--- config.mk ---
export PLATFORM = sky130hd
export DESIGN_NAME = environment_condition_detector
export DESIGN_NICKNAME = d
export VERILOG_FILES = /design/src/rtl/core/ecd_pkg.sv /design/src/rtl/core/ecd_div.sv /design/src/rtl/core/environment_condition_detector.sv
export SDC_FILE = /design/constraint.sdc
export NUM_CORES = 1
export LEC_CHECK = 0
export ABC_AREA = 0
export BUFFER_PORTS_ARGS = -buffer_cell sky130_fd_sc_hd__buf_4
export CORE_UTILIZATION = 53
export DETAILED_ROUTE_END_ITERATION = 8
export PLACE_DENSITY_LB_ADDON = 0.1
export SYNTH_ARGS = -nofsm -noshare
export SYNTH_HDL_FRONTEND = slang
export SYNTH_SLANG_ARGS = --single-unit
--- constraint.sdc ---
create_clock -name clock -period 8.7 [get_ports clock]
set_input_delay 0.87 -clock clock [delete_from_list [all_inputs] [get_ports clock]]
set_output_delay 0.87 -clock clock [all_outputs]
set_load 0.005 [all_outputs]
--- src/rtl/core/ecd_pkg.sv ---
// Shared types and constants for the environment condition detector.
// No dependencies; every other file in rtl/core imports this package.
`default_nettype none

package ecd_pkg;

   // Field widths
   localparam int COLOR_W = 8;
   localparam int COORD_W = 12;
   localparam int HDOP_W  = 14;
   localparam int SATS_W  = 6;
   localparam int LEVEL_W = 8;
   localparam int STATE_W = 2;
   localparam int CONF_W  = 9;
   localparam int LUMA_W  = 16;
   localparam int SUM_W   = 36;
   localparam int COUNT_W = 21;
   localparam int TC_W    = LEVEL_W + COUNT_W;
   localparam int NUM_W   = TC_W + 8;
   localparam int DEN_W   = TC_W;

   // Stream and CSR port widths
   localparam int REQ_DATA_W = 72;
   localparam int RSP_DATA_W = 16;
   localparam int CSR_IDX_W  = 3;
   localparam int CSR_DATA_W = 14;

   // Frame sampling
   localparam int MAX_FRAME_WIDTH  = 4096;
   localparam int MAX_FRAME_HEIGHT = 4096;
   localparam int SAMPLE_STEP      = 4;

   // Q8 luma weights
   localparam logic [LUMA_W-1:0] LUMA_R = 16'd77;
   localparam logic [LUMA_W-1:0] LUMA_G = 16'd150;
   localparam logic [LUMA_W-1:0] LUMA_B = 16'd29;

   localparam logic [CONF_W-1:0] CONF_FULL = 9'd256;

   // Environment states
   localparam logic [STATE_W-1:0] ENV_NORMAL     = 2'd0;
   localparam logic [STATE_W-1:0] ENV_LOW_LIGHT  = 2'd1;
   localparam logic [STATE_W-1:0] ENV_GPS_DENIED = 2'd2;

   // CSR indexes
   localparam logic [CSR_IDX_W-1:0] CSR_LOW_LIGHT   = 3'd0;
   localparam logic [CSR_IDX_W-1:0] CSR_HDOP_LIMIT  = 3'd1;
   localparam logic [CSR_IDX_W-1:0] CSR_MIN_SATS    = 3'd2;
   localparam logic [CSR_IDX_W-1:0] CSR_START_STATE = 3'd3;
   localparam logic [CSR_IDX_W-1:0] CSR_START_CONF  = 3'd4;

   // Reset values of the CSRs
   localparam logic [LEVEL_W-1:0] RST_LOW_LIGHT  = 8'd50;
   localparam logic [HDOP_W-1:0]  RST_HDOP_LIMIT = 14'd500;
   localparam logic [SATS_W-1:0]  RST_MIN_SATS   = 6'd6;

   // Divider request / response
   typedef struct packed {
      logic             start;
      logic [NUM_W-1:0] num;
      logic [DEN_W-1:0] den;
   } div_req_type;

   typedef struct packed {
      logic              done;
      logic [CONF_W-1:0] quot;
   } div_rsp_type;

   // Latched input word
   typedef struct packed {
      logic               kind;
      logic [COLOR_W-1:0] red;
      logic [COLOR_W-1:0] green;
      logic [COLOR_W-1:0] blue;
      logic [COORD_W-1:0] col;
      logic [COORD_W-1:0] row;
      logic               eof;
      logic [HDOP_W-1:0]  hdop;
      logic [SATS_W-1:0]  sats;
   } in_word_type;

endpackage

`default_nettype wire

--- src/rtl/core/ecd_div.sv ---
// Shared restoring divider with Q8 clamp: quot = min(num / den, 256).
// Depends on ecd_pkg. Caller guarantees num < 512 * den unless clamped.
`default_nettype none

module ecd_div
   import ecd_pkg::*;
(
   input  wire logic        clock,
   input  wire logic        reset,
   input  wire div_req_type req,
   output div_rsp_type      rsp
);

   logic              busy_ff, busy_in;
   logic              done_ff, done_in;
   logic [3:0]        cnt_ff, cnt_in;
   logic [NUM_W-1:0]  rem_ff, rem_in;
   logic [NUM_W-1:0]  dsh_ff, dsh_in;
   logic [CONF_W-1:0] quot_ff, quot_in;
   logic              ge;

   assign ge = rem_ff >= dsh_ff;

   always_comb begin
      busy_in = busy_ff;
      done_in = 1'b0;
      cnt_in  = cnt_ff;
      rem_in  = rem_ff;
      dsh_in  = dsh_ff;
      quot_in = quot_ff;
      if (req.start) begin
         busy_in = 1'b1;
         cnt_in  = 4'd8;
         rem_in  = req.num;
         dsh_in  = {req.den, 8'b0};
         quot_in = '0;
      end else if (busy_ff) begin
         if (cnt_ff == 4'd8) begin
            // top step only detects a quotient of 256 or more
            if (ge) begin
               quot_in = CONF_FULL;
               busy_in = 1'b0;
               done_in = 1'b1;
            end
         end else if (ge) begin
            rem_in = rem_ff - dsh_ff;
            quot_in[cnt_ff[2:0]] = 1'b1;
         end
         dsh_in = dsh_ff >> 1;
         cnt_in = cnt_ff - 4'd1;
         if (cnt_ff == 4'd0) begin
            busy_in = 1'b0;
            done_in = 1'b1;
         end
      end
   end

   always_ff @(posedge clock) begin
      if (reset) begin
         busy_ff <= 1'b0;
         done_ff <= 1'b0;
      end else begin
         busy_ff <= busy_in;
         done_ff <= done_in;
      end
      cnt_ff  <= cnt_in;
      rem_ff  <= rem_in;
      dsh_ff  <= dsh_in;
      quot_ff <= quot_in;
   end

   assign rsp.done = done_ff;
   assign rsp.quot = quot_ff;

endmodule

`default_nettype wire

--- src/rtl/core/environment_condition_detector.sv ---
// Environment condition detector top level: sequencer, frame accumulator, CSRs, output register.
// One word at a time: req_tready is high only in IDLE. A plain pixel passes LUMA and ACCUM;
// a frame end adds JMUL and, for a non-empty frame, JCMP; a GNSS sample passes GNSS. JDIV, GDIV1
// and GDIV2 wait on the shared divider, which stops early when it clamps at 256; a state change
// ends in EMIT. A stalled result register holds the sequencer in EMIT.
// Synchronous active-high reset: state normal, confidence 256, sums cleared, CSRs to defaults.
`default_nettype none

module environment_condition_detector
   import ecd_pkg::*;
(
   input  wire logic                  clock,
   input  wire logic                  reset,
   // input stream
   input  wire logic                  req_tvalid,
   output logic                       req_tready,
   // tdata from bit 0: red, green, blue, pixel_col, pixel_row, hdop_centi, satellites_used, zero pad
   input  wire logic [REQ_DATA_W-1:0] req_tdata,
   // tuser: kind (0 pixel, 1 GNSS sample)
   input  wire logic                  req_tuser,
   input  wire logic                  req_tlast,   // end_of_frame
   // result stream
   output logic                       rsp_tvalid,
   input  wire logic                  rsp_tready,
   // tdata from bit 0: env_state, confidence_q8, zero pad
   output logic [RSP_DATA_W-1:0]      rsp_tdata,
   // CSR write channel
   input  wire logic                  csr_valid,
   output logic                       csr_ready,
   input  wire logic [CSR_IDX_W-1:0]  csr_index,
   input  wire logic [CSR_DATA_W-1:0] csr_data
);

   // Sequencer states
   localparam logic [3:0] ST_IDLE  = 4'd0;
   localparam logic [3:0] ST_LUMA  = 4'd1;
   localparam logic [3:0] ST_ACCUM = 4'd2;
   localparam logic [3:0] ST_JMUL  = 4'd3;
   localparam logic [3:0] ST_JCMP  = 4'd4;
   localparam logic [3:0] ST_JDIV  = 4'd5;
   localparam logic [3:0] ST_GNSS  = 4'd6;
   localparam logic [3:0] ST_GDIV1 = 4'd7;
   localparam logic [3:0] ST_GDIV2 = 4'd8;
   localparam logic [3:0] ST_EMIT  = 4'd9;

   logic [3:0]         state_ff, state_in;
   in_word_type        word_ff;

   // CSRs
   logic [LEVEL_W-1:0] level_ff;
   logic [HDOP_W-1:0]  hlim_ff;
   logic [SATS_W-1:0]  msat_ff;

   // Environment state
   logic [STATE_W-1:0] cur_state_ff, cur_state_in;
   logic [CONF_W-1:0]  cur_conf_ff, cur_conf_in;

   // Frame accumulator
   logic [SUM_W-1:0]   sum_ff, sum_in;
   logic [COUNT_W-1:0] count_ff, count_in;
   logic [LUMA_W-1:0]  luma_ff;
   logic               smp_ff;
   logic [TC_W-1:0]    tc_ff;

   // GNSS working registers
   logic               bad_hdop_ff, bad_sats_ff;
   logic [CONF_W-1:0]  hr_ff;

   // Output register
   logic                  rsp_valid_ff, rsp_valid_in;
   logic [RSP_DATA_W-1:0] rsp_data_ff, rsp_data_in;

   div_req_type        div_req;
   div_rsp_type        div_rsp;

   logic               in_acc;
   logic               csr_we;
   logic               sampled;
   logic [LUMA_W-1:0]  luma;
   logic [SUM_W:0]     sum_ext;
   logic [NUM_W-1:0]   tc_q8;
   logic               is_dark;
   logic               bad_hdop, bad_sats;
   logic               go_dark, go_denied;
   logic [CONF_W-1:0]  sr;

   assign req_tready = state_ff == ST_IDLE;
   assign in_acc     = req_tvalid && req_tready;
   assign csr_ready  = 1'b1;
   assign csr_we     = csr_valid && csr_ready;
   assign rsp_tvalid = rsp_valid_ff;
   assign rsp_tdata  = rsp_data_ff;

   // Sample only in-frame pixels on the sampling grid
   assign sampled = (int'(word_ff.col) < MAX_FRAME_WIDTH)
                 && (int'(word_ff.row) < MAX_FRAME_HEIGHT)
                 && ((word_ff.col % COORD_W'(SAMPLE_STEP)) == '0)
                 && ((word_ff.row % COORD_W'(SAMPLE_STEP)) == '0);

   assign luma = LUMA_R * LUMA_W'(word_ff.red)
               + LUMA_G * LUMA_W'(word_ff.green)
               + LUMA_B * LUMA_W'(word_ff.blue);

   assign sum_ext = {1'b0, sum_ff} + (SUM_W + 1)'(luma_ff);

   // Frame judgement: mean below level <=> sum < 256 * level * count
   assign tc_q8   = {tc_ff, 8'b0};
   assign is_dark = (level_ff != '0) && ({1'b0, sum_ff} < tc_q8);
   assign go_dark = is_dark && (cur_state_ff != ENV_LOW_LIGHT);

   assign bad_hdop  = word_ff.hdop > hlim_ff;
   assign bad_sats  = word_ff.sats < msat_ff;
   assign go_denied = (bad_hdop || bad_sats) && (cur_state_ff != ENV_GPS_DENIED);

   assign sr = bad_sats_ff ? div_rsp.quot : '0;

   // Launch the shared divider
   always_comb begin
      div_req = '0;
      case (state_ff)
         ST_JCMP: begin
            div_req.start = go_dark;
            div_req.num   = tc_q8 - {1'b0, sum_ff};
            div_req.den   = tc_ff;
         end
         ST_GNSS: begin
            div_req.start = go_denied;
            div_req.num   = NUM_W'({word_ff.hdop - hlim_ff, 8'b0});
            div_req.den   = DEN_W'(hlim_ff);
         end
         ST_GDIV1: begin
            div_req.start = div_rsp.done;
            div_req.num   = NUM_W'({msat_ff - word_ff.sats, 8'b0});
            div_req.den   = DEN_W'(msat_ff);
         end
         default: begin
            div_req = '0;
         end
      endcase
   end

   ecd_div u_div (
      .clock (clock),
      .reset (reset),
      .req   (div_req),
      .rsp   (div_rsp)
   );

   // Sequencer
   always_comb begin
      state_in     = state_ff;
      cur_state_in = cur_state_ff;
      cur_conf_in  = cur_conf_ff;
      sum_in       = sum_ff;
      count_in     = count_ff;
      rsp_valid_in = rsp_valid_ff && !rsp_tready;
      rsp_data_in  = rsp_data_ff;
      case (state_ff)
         ST_IDLE: begin
            if (in_acc) begin
               state_in = req_tuser ? ST_GNSS : ST_LUMA;
            end
         end
         ST_LUMA: begin
            state_in = ST_ACCUM;
         end
         ST_ACCUM: begin
            // saturate sum and count at their widths
            if (smp_ff) begin
               sum_in = sum_ext[SUM_W] ? '1 : sum_ext[SUM_W-1:0];
               if (count_ff != '1) begin
                  count_in = count_ff + COUNT_W'(1);
               end
            end
            state_in = word_ff.eof ? ST_JMUL : ST_IDLE;
         end
         ST_JMUL: begin
            // empty frame judges nothing, only clears
            if (count_ff == '0) begin
               sum_in   = '0;
               state_in = ST_IDLE;
            end else begin
               state_in = ST_JCMP;
            end
         end
         ST_JCMP: begin
            sum_in   = '0;
            count_in = '0;
            if (go_dark) begin
               state_in = ST_JDIV;
            end else if (!is_dark && cur_state_ff == ENV_LOW_LIGHT) begin
               cur_state_in = ENV_NORMAL;
               cur_conf_in  = CONF_FULL;
               state_in     = ST_EMIT;
            end else begin
               state_in = ST_IDLE;
            end
         end
         ST_JDIV: begin
            if (div_rsp.done) begin
               cur_state_in = ENV_LOW_LIGHT;
               cur_conf_in  = div_rsp.quot;
               state_in     = ST_EMIT;
            end
         end
         ST_GNSS: begin
            if (go_denied) begin
               state_in = ST_GDIV1;
            end else if (!bad_hdop && !bad_sats && cur_state_ff == ENV_GPS_DENIED) begin
               cur_state_in = ENV_NORMAL;
               cur_conf_in  = CONF_FULL;
               state_in     = ST_EMIT;
            end else begin
               state_in = ST_IDLE;
            end
         end
         ST_GDIV1: begin
            if (div_rsp.done) begin
               state_in = ST_GDIV2;
            end
         end
         ST_GDIV2: begin
            if (div_rsp.done) begin
               cur_state_in = ENV_GPS_DENIED;
               cur_conf_in  = (hr_ff > sr) ? hr_ff : sr;
               state_in     = ST_EMIT;
            end
         end
         ST_EMIT: begin
            // hold until the output register is free
            if (!rsp_valid_ff || rsp_tready) begin
               rsp_valid_in = 1'b1;
               rsp_data_in  = RSP_DATA_W'({cur_conf_ff, cur_state_ff});
               state_in     = ST_IDLE;
            end
         end
         default: begin
            state_in = ST_IDLE;
         end
      endcase

      // CSR writes must arrive only while the block is idle; the block itself does not enforce it
      if (csr_we && csr_index == CSR_START_STATE) begin
         cur_state_in = csr_data[STATE_W-1:0];
      end
      if (csr_we && csr_index == CSR_START_CONF) begin
         cur_conf_in = (csr_data[CONF_W-1:0] > CONF_FULL) ? CONF_FULL : csr_data[CONF_W-1:0];
      end
   end

   always_ff @(posedge clock) begin
      if (reset) begin
         state_ff     <= ST_IDLE;
         cur_state_ff <= ENV_NORMAL;
         cur_conf_ff  <= CONF_FULL;
         sum_ff       <= '0;
         count_ff     <= '0;
         rsp_valid_ff <= 1'b0;
         level_ff     <= RST_LOW_LIGHT;
         hlim_ff      <= RST_HDOP_LIMIT;
         msat_ff      <= RST_MIN_SATS;
      end else begin
         state_ff     <= state_in;
         cur_state_ff <= cur_state_in;
         cur_conf_ff  <= cur_conf_in;
         sum_ff       <= sum_in;
         count_ff     <= count_in;
         rsp_valid_ff <= rsp_valid_in;
         if (csr_we && csr_index == CSR_LOW_LIGHT) begin
            level_ff <= csr_data[LEVEL_W-1:0];
         end
         if (csr_we && csr_index == CSR_HDOP_LIMIT) begin
            hlim_ff <= csr_data[HDOP_W-1:0];
         end
         if (csr_we && csr_index == CSR_MIN_SATS) begin
            msat_ff <= csr_data[SATS_W-1:0];
         end
      end
   end

   // Payload registers
   always_ff @(posedge clock) begin
      rsp_data_ff <= rsp_data_in;
      if (in_acc) begin
         word_ff.kind  <= req_tuser;
         word_ff.red   <= req_tdata[7:0];
         word_ff.green <= req_tdata[15:8];
         word_ff.blue  <= req_tdata[23:16];
         word_ff.col   <= req_tdata[35:24];
         word_ff.row   <= req_tdata[47:36];
         word_ff.eof   <= req_tlast;
         word_ff.hdop  <= req_tdata[61:48];
         word_ff.sats  <= req_tdata[67:62];
      end
      if (state_ff == ST_LUMA) begin
         luma_ff <= luma;
         smp_ff  <= sampled;
      end
      if (state_ff == ST_JMUL) begin
         tc_ff <= TC_W'(level_ff) * TC_W'(count_ff);
      end
      if (state_ff == ST_GNSS) begin
         bad_hdop_ff <= bad_hdop;
         bad_sats_ff <= bad_sats;
      end
      if (state_ff == ST_GDIV1 && div_rsp.done) begin
         hr_ff <= bad_hdop_ff ? div_rsp.quot : '0;
      end
   end

endmodule

`default_nettype wire

==> flow_summary.toml, run 1 <==
[outcome]
status = "completed"

[sta]
finalSetupTns_ns = 0
worst_slew_pin_slew_ns = 1.206
fin_crit_ns = 6.324
finalCritPeriodShare = 0.7269
grt_setup_unrepaired = "false"
fmax_mhz = 158.1
drv_slew = 0
max_slew_margin = 0.1946
setup_viol = 0
hold_viol_final = 0
fin_skew_ns = 0.02692

[routing]
wl_per_cell_um = 18.82
viasPerCell = 5.767
postRouteAntennaNets = 0
wirelength_um = 65070
dr_total_vias = 19938
drc = 0
drt_iter0_drc = 1426
drt_first_pass_iters = 8

[yosys]
synth_top_cell_by_area = "edfxtp_1"
ys_seq_area_frac = 0.3083
synth_common_cells = "inv_1, ha_1, nand2_1"
synth_edf_count = 183
synth_area_um2 = 25880
ys_ff_latch = 307
avgSynthCellArea_um2 = 9.316
ys_types = 84
synthCells = 2778
async_flop_share = 0
yosys_warnings = 0
synth.area.top_cells = "edfxtp_1, fa_1, ha_1"
yosys.cell_count.top_type = "inv_1"
synth_top_area_frac = 0.2123
synth_flop_cell = "edfxtp_1"

[clock_tree]
cts_hold_buffers = 0
cts.sinks = 307
cts_buffers = 39
h-tree-depth = 2
cts_resized = 0
root_buffer = "clkbuf_16"
insertion_delay_ns = 0.58
post_cts_buffers = 0
cts.reportedPaths.clkPinSlew_ns = 0.06
tritoncts = "done"
cts_buffer_depth = 3

[floorplanning]
die-area_um2 = 49720
core_um2 = 47950
core.rowCount = 80
die_w_um = 223.0
fp.dieH_um = 223.0
initial_core_util = 0.5398
boundaryPins = 115

[finish]
multi_input_area_um2 = 16120
final-seq-area_um2 = 7978
final_layout_size_suffix_gt1_frac = 0.07002
diodes = 0
final_nets = 3338
fillCellCount = 4158
synthToLayoutAreaGrowth_pct = 9.519

[placement]
port_buffers = 84
hpwlAfterDp_um = 49810
place_congestion = 0.9197

[critical_path]
critPathLaunchType = "register"
critPathArrivalTime_ns = 6.63
crit_type = "register to register"
path_max_fanout = 4
crit_required_ns = 9.01
cp-end-kind = "register"

[global_route]
grt_pass1_vias = 19939
grt_overflow = 0
grt_usage = 0.2637
grt_first_pass_wirelength_um = 103900
antenna_found_initial = 0
grt_start_max_net_pins = 58

[job]
maxCapViolCount = 0

[min_path]
hold_class = "register to register"
-- placed cells by master (no fill, tap or decap), drive strengths merged, types with 95 or more instances in the layout --
master,instances
buf,98
and2,100
nor2,173
o21ai,115
xnor2,95
fa,174
nand2,243
dfxtp,124
edfxtp,183
a21oi,184
ha,256
inv,369
-- critical path, stage by stage (launching register included) --
cell       delay [ns]
edfxtp_1         0.48
ha_1             0.32
ha_1             0.28
ha_1             0.28
inv_1            0.04
fa_1             0.48
inv_1            0.05
ha_1             0.31
a21oi_1          0.21
xnor2_1          0.17
fa_1             0.47
fa_1             0.51
inv_1            0.05
fa_1             0.41
fa_1             0.55
inv_1            0.05
ha_1             0.34
nand3_1          0.11
o2111ai_1        0.16
a21o_1           0.20
a21o_1           0.19
a21o_1           0.17
a21oi_1          0.16
xnor2_1          0.07
-- worst paths after layout --
kind                                      to  slack (ns)  cells past startpoint            from
worst max-delay path             luma_ff[15]        2.38                     23     word_ff[58]
worst min-delay path            rsp_tdata[6]        0.43                      0  cur_conf_ff[4]
worst min register to register  rsp_tdata[6]        0.43                      0  cur_conf_ff[4]
worst max register to register   luma_ff[15]        2.38                     23     word_ff[58]
-- metal layers --
layer | share of wire | up-vias | wire [um] | GRT usage
li1 | - | 9658 | - | -
met4 | 0.029 | 0 | 1903 | 0.09099
met1 | 0.45 | 9660 | 29540 | 0.3565
met2 | 0.47 | 524 | 30360 | 0.4394
met5 | 0 | - | 0 | 0
met3 | 0.050 | 96 | 3264 | 0.02950
-- flip-flops by register name, summed over array words and instances, names as in the netlist, 9 cells and up --
signal,flops
rsp_tdata,11
luma_ff,16
hr_ff,9
hlim_ff,14
u_div.quot_ff,9
word_ff,49
sum_ff,36
u_div.dsh_ff,37
count_ff,21
cur_conf_ff,9
u_div.rem_ff,37
tc_ff,29
-- metrics by stage --
stage	utilization	area [um^2]	hold slack (ns)	std cells	setup slack, ns
2_1_floorplan	-	25890	0.4016	2782	2.601
3_3_place_gp	0.5626	26970	0.4255	3386	2.386
3_5_place_dp	0.5626	26970	0.4194	3386	2.326
4_1_cts	0.5912	28340	0.4326	3457	2.319
5_1_grt	0.5912	28340	0.4381	3457	2.057
6_report	0.5912	28340	0.4297	3457	2.376
-- kinds of logic (layout without fill, tap and decap cells) --
| family | after synthesis | in the layout | synth area share |
|---|---|---|---|
| adder cells (fa/ha/maj) | 430 | 430 | 0.2584 |
| multiplexers | 26 | 26 | 0.01006 |
| AND/OR/NAND/NOR | 765 | 765 | 0.1432 |
| flip-flops | 307 | 307 | 0.3083 |
| XOR/XNOR | 158 | 158 | 0.05347 |
| AO/OA/AOI/OAI | 617 | 617 | 0.1564 |
| buffers and inverters | 473 | 533 | 0.07001 |
| other | 2 | 6 | 0.0002902 |
-- area by class of cell --
cell class | count | share of cell area
multi-input cells | 2002 | 0.5688
repair buffers | 98 | 0.02596
inverters | 364 | 0.04821
well taps | 615 | 0.02715
flip-flops and latches | 307 | 0.2815
clock buffers | 54 | 0.03999
clock inverters | 17 | 0.008387
Power of run 1 is left out: the tool's default activity adds up to more than one toggle a clock period on the data nets, which glitch-free logic cannot reach.
==> run 2: changes to the inputs <==
Clock period 8.7 ns to 6.65 ns, I/O delays scaled along.
==> run 2 against run 1 <==
Against the previous run:
- critical path type unchanged
- global-route usage about the same
- register-to-register slack worse by 2.1 ns
- clock-buffer cell count shrank 4
- clock skew shrank 0.011 ns
- die area unchanged
- sequential share of layout area about the same
- largest cell class unchanged
- worst hold slack got worse by 0.15 ns
==> flow_summary.toml, run 2 (same netlist as run 1, synthesis figures left out) <==
[outcome]
status = "completed"

[floorplanning]
die-area_um2 = 49720
boundaryPins = 115
die_w_um = 223.0
fp.dieH_um = 223.0
core.rowCount = 80
initial_core_util = 0.5398
core_um2 = 47950

[placement]
place_congestion = 0.9012
hpwlAfterDp_um = 49710
port_buffers = 84

[job]
maxCapViolCount = 0

[routing]
postRouteAntennaNets = 0
wl_per_cell_um = 18.69
drt_first_pass_iters = 6
drt_iter0_drc = 1560
dr_total_vias = 20075
viasPerCell = 5.795
drc = 0
wirelength_um = 64760

[sta]
fin_skew_ns = 0.01585
worst_slew_pin_slew_ns = 1.222
finalSetupTns_ns = 0
hold_viol_final = 0
fin_crit_ns = 6.349
finalCritPeriodShare = 0.9548
drv_slew = 0
setup_viol = 0
fmax_mhz = 157.5
max_slew_margin = 0.1838

[clock_tree]
cts.sinks = 307
cts_hold_buffers = 0
cts_buffers = 38
cts.reportedPaths.clkPinSlew_ns = 0.06
h-tree-depth = 2
insertion_delay_ns = 0.56
cts_buffer_depth = 3
tritoncts = "done"
root_buffer = "clkbuf_16"

[finish]
multi_input_area_um2 = 16130
fillCellCount = 4127
synthToLayoutAreaGrowth_pct = 9.495
final_common_cell = "inv_1"
largest_reg_flops = 49
final_layout_size_suffix_gt1_frac = 0.07231
top_register = "word_ff"
mostFrequentLayoutCells = "inv_1, ha_1, nand2_1"
diodes = 0
final-seq-area_um2 = 7978
final_nets = 3345
largestRegisters = "word_ff x49, u_div.dsh_ff x37, u_div.rem_ff x37"

[global_route]
grt_pass1_vias = 19960
grt_start_max_net_pins = 63
grt_first_pass_wirelength_um = 104400
antenna_found_initial = 0
grt_overflow = 0
grt_usage = 0.2641

[critical_path]
critPathMaxStageDelay_ns = 0.54
path_max_fanout = 4
critPathArrivalTime_ns = 6.66
crit_type = "register to register"
r2r_slack_ns = 0.30
cp-end-kind = "register"
path_cells = "ha_1, ha_1, ha_1, inv_1, fa_1, inv_1, ha_1, a21oi_1, xnor2_2, fa_1, fa_1, inv_1, fa_1, fa_1, inv_1, ha_1, nand3_1, o2111ai_1, a21o_1, a21o_1, a21o_1, a21oi_1, xnor2_1"
critPathLaunchType = "register"
crit_required_ns = 6.96
slowest_stage = "fa_1"

[min_path]
hold_class = "primary input to register"
## run 2: through the flow
| step | area, um^2 | instances | worst slack, ns | hold slack (ns) | utilization |
|---|---|---|---|---|---|
| CTS | 28290 | 3459 | 0.2389 | 0.2439 | 0.5901 |
| detailed placement | 27010 | 3389 | 0.2659 | 0.4173 | 0.5633 |
| finish | 28340 | 3464 | 0.3006 | 0.2753 | 0.5910 |
| floorplan | 25890 | 2782 | 0.5508 | 0.4016 | - |
| global route | 28340 | 3464 | -0.02308 | 0.2481 | 0.5910 |
| global placement | 27010 | 3389 | 0.3554 | 0.4196 | 0.5633 |
## run 2: final cells by class
type	count	share of cell area
multi-input combinational	2002	0.5692
sequential	307	0.2815
inverter	364	0.04822
clock buffer	50	0.03996
timing repair buffer	106	0.02852
tap	615	0.02715
clock inverter	20	0.005387
## run 2: worst max-delay path, delay by kind of cell, from the launching register on
kind / cells / cell delay (ns)
adders and majority gates: 10 / 3.99
AOI/OAI and AO/OA: 6 / 1.14
xor gates and xnor gates: 2 / 0.23
buffers and inverters: 4 / 0.18
and+or+nand+nor: 1 / 0.09
DFF: 1 / 0.46
## run 2: final timing paths
kind                   to  cells past startpoint      startpoint
max           luma_ff[15]                     23     word_ff[56]
min reg2reg  rsp_tdata[8]                      0  cur_conf_ff[6]
min           word_ff[19]                      1   req_tdata[61]
max reg2reg   luma_ff[15]                     23     word_ff[56]
## run 2: what timing repair did
action / in CTS / in global routing
resized for setup: 0 / 2
setup endpoints to repair: 0 / 1
endpoints found under the hold margin: 0 / 0
setup buffers: 0 / 5
## run 2: per-layer routing
| layer | GRT usage | routed length [um] | vias to the layer above |
|---|---|---|---|
| met5 | 0 | 0 | - |
| met4 | 0.1017 | 2190 | 0 |
| met2 | 0.4246 | 29400 | 561 |
| met3 | 0.02845 | 3054 | 116 |
| li1 | - | - | 9670 |
| met1 | 0.3670 | 30120 | 9728 |
Power of run 2 is left out for the same reason.
